===== src/sv/bbe_pkg.sv =====
`timescale 1ns / 1ps
// ----------------------------------------------------------------------------
// bbe_pkg
// Shared types, constants and helpers of the edge-aware 3x3 box blur.
// ----------------------------------------------------------------------------
package bbe_pkg;

  // Default sizing of the line store and frame counters
  localparam int DEF_MAX_WIDTH  = 1024;
  localparam int DEF_MAX_HEIGHT = 4096;

  // Register reset values and field widths
  localparam int RESET_WIDTH    = 1024;
  localparam int RESET_HEIGHT   = 768;
  localparam int FW_BITS        = 11;
  localparam int FH_BITS        = 13;
  localparam int CFG_DATA_BITS  = 13;

  // Register indexes on the configuration channel
  typedef enum logic [0:0] {
    REG_FRAME_WIDTH  = 1'b0,
    REG_FRAME_HEIGHT = 1'b1
  } cfg_reg_t;

  // One RGB pixel, red in the top byte
  typedef logic [23:0] rgb_t;

  // 3x3 neighbourhood, entry row*3+col, row 0 above, col 0 left
  typedef rgb_t [8:0] win_t;

  // Sequencer states
  typedef enum logic [2:0] {
    ST_IDLE,
    ST_READ,
    ST_SHIFT,
    ST_LANES,
    ST_WAIT,
    ST_OUT
  } state_t;

  // Line store / window control
  typedef struct packed {
    logic rd_en;
    logic shift;
    logic store;
  } win_ctrl_t;

  // Lane control: start strobe, in-frame mask and neighbour count
  typedef struct packed {
    logic       start;
    logic [8:0] mask;
    logic [3:0] n;
  } lane_ctrl_t;

  // floor(65535 / n): reciprocal for the mean, at most one short
  function automatic logic [15:0] recip(input logic [3:0] n);
    logic [15:0] m;
    case (n)
      4'd1:    m = 16'd65535;
      4'd2:    m = 16'd32767;
      4'd3:    m = 16'd21845;
      4'd4:    m = 16'd16383;
      4'd5:    m = 16'd13107;
      4'd6:    m = 16'd10922;
      4'd7:    m = 16'd9362;
      4'd8:    m = 16'd8191;
      4'd9:    m = 16'd7281;
      default: m = 16'd0;
    endcase
    return m;
  endfunction

endpackage


===== src/sv/bbe_lane.sv =====
`timescale 1ns / 1ps
// ----------------------------------------------------------------------------
// bbe_lane
// One colour channel: masked 3x3 sum and rounded mean over three stages.
// ----------------------------------------------------------------------------
module bbe_lane import bbe_pkg::*; (
  input  logic            clk,
  input  logic            rst,
  input  lane_ctrl_t      ctrl,
  input  logic [8:0][7:0] vals,
  output logic [7:0]      q,
  output logic            done
);

  logic [11:0] sum;
  logic [11:0] y1, y2;
  logic [3:0]  n1, n2;
  logic [27:0] prod2;
  logic        v1, v2;
  logic [7:0]  q0;
  logic [11:0] q0n;
  logic [11:0] rem;

  // sum of in-frame neighbours
  always_comb begin
    sum = '0;
    for (int k = 0; k < 9; k++) begin
      if (ctrl.mask[k]) sum = sum + 12'(vals[k]);
    end
  end

  // round half up: floor((sum + n/2) / n)
  always_comb begin
    q0  = prod2[23:16];
    q0n = 12'(q0) * 12'(n2);
    rem = y2 - q0n;
  end

  // stage valids
  always_ff @(posedge clk) begin
    if (rst) begin
      v1   <= 1'b0;
      v2   <= 1'b0;
      done <= 1'b0;
    end else begin
      v1   <= ctrl.start;
      v2   <= v1;
      done <= v2;
    end
  end

  // data stages, held between requests
  always_ff @(posedge clk) begin
    if (ctrl.start) begin
      y1 <= sum + 12'(ctrl.n >> 1);
      n1 <= ctrl.n;
    end
    if (v1) begin
      prod2 <= 28'(y1) * 28'(recip(n1));
      y2    <= y1;
      n2    <= n1;
    end
    if (v2) begin
      q <= (rem >= 12'(n2)) ? q0 + 8'd1 : q0;
    end
  end

endmodule


===== config.mk =====
export PLATFORM = sky130hd
export DESIGN_NAME = bbe_lane
export DESIGN_NICKNAME = d
export VERILOG_FILES = /design/src/sv/bbe_pkg.sv /design/src/sv/bbe_lane.sv
export SDC_FILE = /design/constraint.sdc
export NUM_CORES = 1
export LEC_CHECK = 0
export BUFFER_PORTS_ARGS = -buffer_cell sky130_fd_sc_hd__buf_2
export CAP_MARGIN = 10
export CORE_UTILIZATION = 32
export DETAILED_ROUTE_END_ITERATION = 7
export GPL_TIMING_DRIVEN = 1
export PLACE_DENSITY = 0.46
export SETUP_SLACK_MARGIN = 0.02
export SLEW_MARGIN = 30
export SYNTH_ARGS = -nofsm -noshare
export SYNTH_HDL_FRONTEND = slang
export SYNTH_SLANG_ARGS = --single-unit

===== constraint.sdc =====
create_clock -name clk -period 28.6 [get_ports clk]
set_input_delay 5.72 -clock clk [delete_from_list [all_inputs] [get_ports clk]]
set_output_delay 5.72 -clock clk [all_outputs]
set_load 0.01 [all_outputs]

==> impl_metrics.csv <==
group,metric,value,unit
yosys,synth_fa_ha_area_frac,0.3917,
job,max-cap-violations,0,
setup_path,worstPathArrival,15.44,ns
yosys,synthMuxAreaShare,0.02508,
grt,grt_overflow_total,0,
yosys,synthesis.nets,1851,
yosys,synth-edff-count,48,
grt,antenna_found_initial,0,
yosys,yosys.area_share.simple,0.1687,
floorplanning,fp.dieArea,41180,sq um
sta,fmax,65.17,MHz
place,place.gp.congestion,0.7905,
cts,clockBufferDepth,2,
setup_path,cp_top_family,"compound AO/OA/AOI/OAI gates",
cts,clock_sinks,66,
drt,routed_wl,32280,microns
setup_path,end_kind,"register",
setup_path,cpMaxStageDelayCell,"o31ai_1",
yosys,synth_area,12920,sq um
sta,slew_headroom,0.4330,
yosys,yosysWarnings,0,
grt,grt_max_degree,26,
drt,dr.pass1.iters,5,
setup_path,worstPathMaxFanout,10,
grt,grt_pass1_vias,10390,
cells_and_area,drive_above_1_share,0.1156,
setup_path,required,28.70,ns
cts,cts_resized,0,
yosys,syn_area_per_cell,8.867,sq um
yosys,synth_compound_area_frac,0.1375,
floorplanning,rows,73,
cts,numCtsBuffers,9,
drt,wire_per_inst,15.70,microns
floorplanning,pin_count,97,
grt,grt_pass1_wl,53900,microns
drt,dr_total_vias,9867,
sta,period_share,0.5365,
yosys,synth_top_family_by_area,"adder cells",
cts,clk_latency,0.35,ns
setup_path,crit_buf_inv,2,
yosys,ys_types,93,
drt,drt_iter0_markers,333,
floorplanning,fp.dieW,202.9,microns
place,port_buffers,96,
drt,drc,0,
yosys,postSynthCellCount,1457,
cells_and_area,seq_area,1803,sq um
cells_and_area,syn2layout_area_growth,9.995,%
sta,hold_viol,0,
yosys,synthDominantCellAreaShare,0.2541,
yosys,synth-xor-area-share,0.06082,
floorplanning,start_util,0.3251,
cells_and_area,nets,1920,
sta,finClkSkew,0.01163,ns
cts,ctsHoldBuffers,0,
yosys,synth_flop_cell,"edfxtp_1",
cts,clockRootBuffer,"clkbuf_16",
cells_and_area,design_area,14210,sq um
sta,fin_setup_tns,0,ns
sta,setup_violations,0,
yosys,yosysTopAreaCell,"fa_1",
sta,tightestPinTransition,0.8269,ns
setup_path,start_kind,"input port",
drt,final_antenna_net_count,0,
yosys,yosysSeqAreaShare,0.1395,
sta,rsz0062_at_grt,"false",
yosys,synth_area_leaders,"fa_1, ha_1, edfxtp_1",
grt,track_usage,0.1647,
cells_and_area,multi_input_area,10130,sq um
cts,cts_tree,"done",
setup_path,crit_path_max_incr_delay,0.42,ns
floorplanning,die_h,202.9,microns
yosys,async_reset_ff_frac,0,
setup_path,criticalPathCategory,"in -> reg",
min_path,hp-class,"reg -> reg",
cts,cts.clk_slew.worst_paths,0.06,ns
status,outcome,"finished clean",
cts,post_cts_buffers,0,
place,dpl.hpwl,25800,microns
cells_and_area,nFillCells,4201,
drt,routed_via_density,4.799,
cts,h-tree-depth,3,
floorplanning,core,39730,sq um
setup_path,cpMostUsedCell,"ha_1",
cells_and_area,diodes,0,
place,postPlaceCellArea,13930,sq um
yosys,ys_ff_latch,66,
sta,period_needed,15.34,ns
sta,slew_viol_final,0,
==> cells in the mapped netlist (7+ instances only) <==
master      n
xnor2_1    49
edfxtp_1   48
o21a_1     22
nor3_1     22
mux2_2     19
a21oi_1    63
inv_1     211
o21ai_0    58
nand2b_1   11
or2_2       7
a21o_1     21
nor2b_1    17
nand3_1    15
fa_1      164
dfxtp_1    18
clkbuf_1   42
nor2_1     87
o21bai_1    9
xor2_1     29
ha_1      142
mux2i_1    11
nand2_1   183
and2_1     73
==> cells in the final DEF (no fill, tap or decap), types with 7 or more instances in the layout <==
master,n
nand2_1,183
nand2b_1,11
clkbuf_16,9
a21oi_1,63
mux2_2,19
dfxtp_1,17
and2_1,73
nor2_1,87
inv_1,211
o21ai_0,58
xnor2_1,49
edfxtp_1,48
mux2i_1,11
nor3_1,22
fa_1,164
buf_2,96
a21o_1,21
nor2b_1,17
xor2_1,29
buf_4,8
o21a_1,22
nand3_1,15
ha_1,142
or2_2,7
o21bai_1,9
==> final cells by class <==
type / instances / area share
inverters: 213 / 0.05626
clock buffers: 9 / 0.01585
repair buffers: 104 / 0.03804
flip-flops and latches: 66 / 0.1269
multi-input cells: 1132 / 0.7130
well taps: 525 / 0.04623
clock inverters: 7 / 0.003698
==> final timing paths <==
check,startpoint,to,slack [ns],cells after the start
setup / recovery,ctrl[4],y1[11],13.26,49
hold / removal,n1[0],n2[0],0.45,0
setup reg to reg,y1[5],prod2[23],21.94,24
hold reg to reg,n1[0],n2[0],0.45,0
==> metal layers <==
metal	routed length [microns]	track usage
met1	15160	0.2174
met2	16110	0.2931
met3	730	0.01958
met4	269	0.02256
met5	0	0
==> per-stage QoR <==
step	setup slack [ns]	cells	utilization	hold slack [ns]
global placement	13.07	2040	0.3505	0.4286
finish	13.26	2056	0.3576	0.4468
detailed placement	12.84	2040	0.3505	0.4336
CTS	13.18	2056	0.3575	0.4485
floorplan	13.76	1457	-	0.4222
global route	12.40	2056	0.3576	0.4619
==> logic make-up after synthesis <==
kind of cell	Yosys count
flip-flops	66
adder cells (fa/ha/maj)	306
XOR/XNOR	83
buffers and inverters	259
AND/OR/NAND/NOR	452
multiplexers	30
AO/OA/AOI/OAI	261
Power is left out: the tool's default activity adds up to more than one toggle a clock period on the data nets, which glitch-free logic cannot reach.
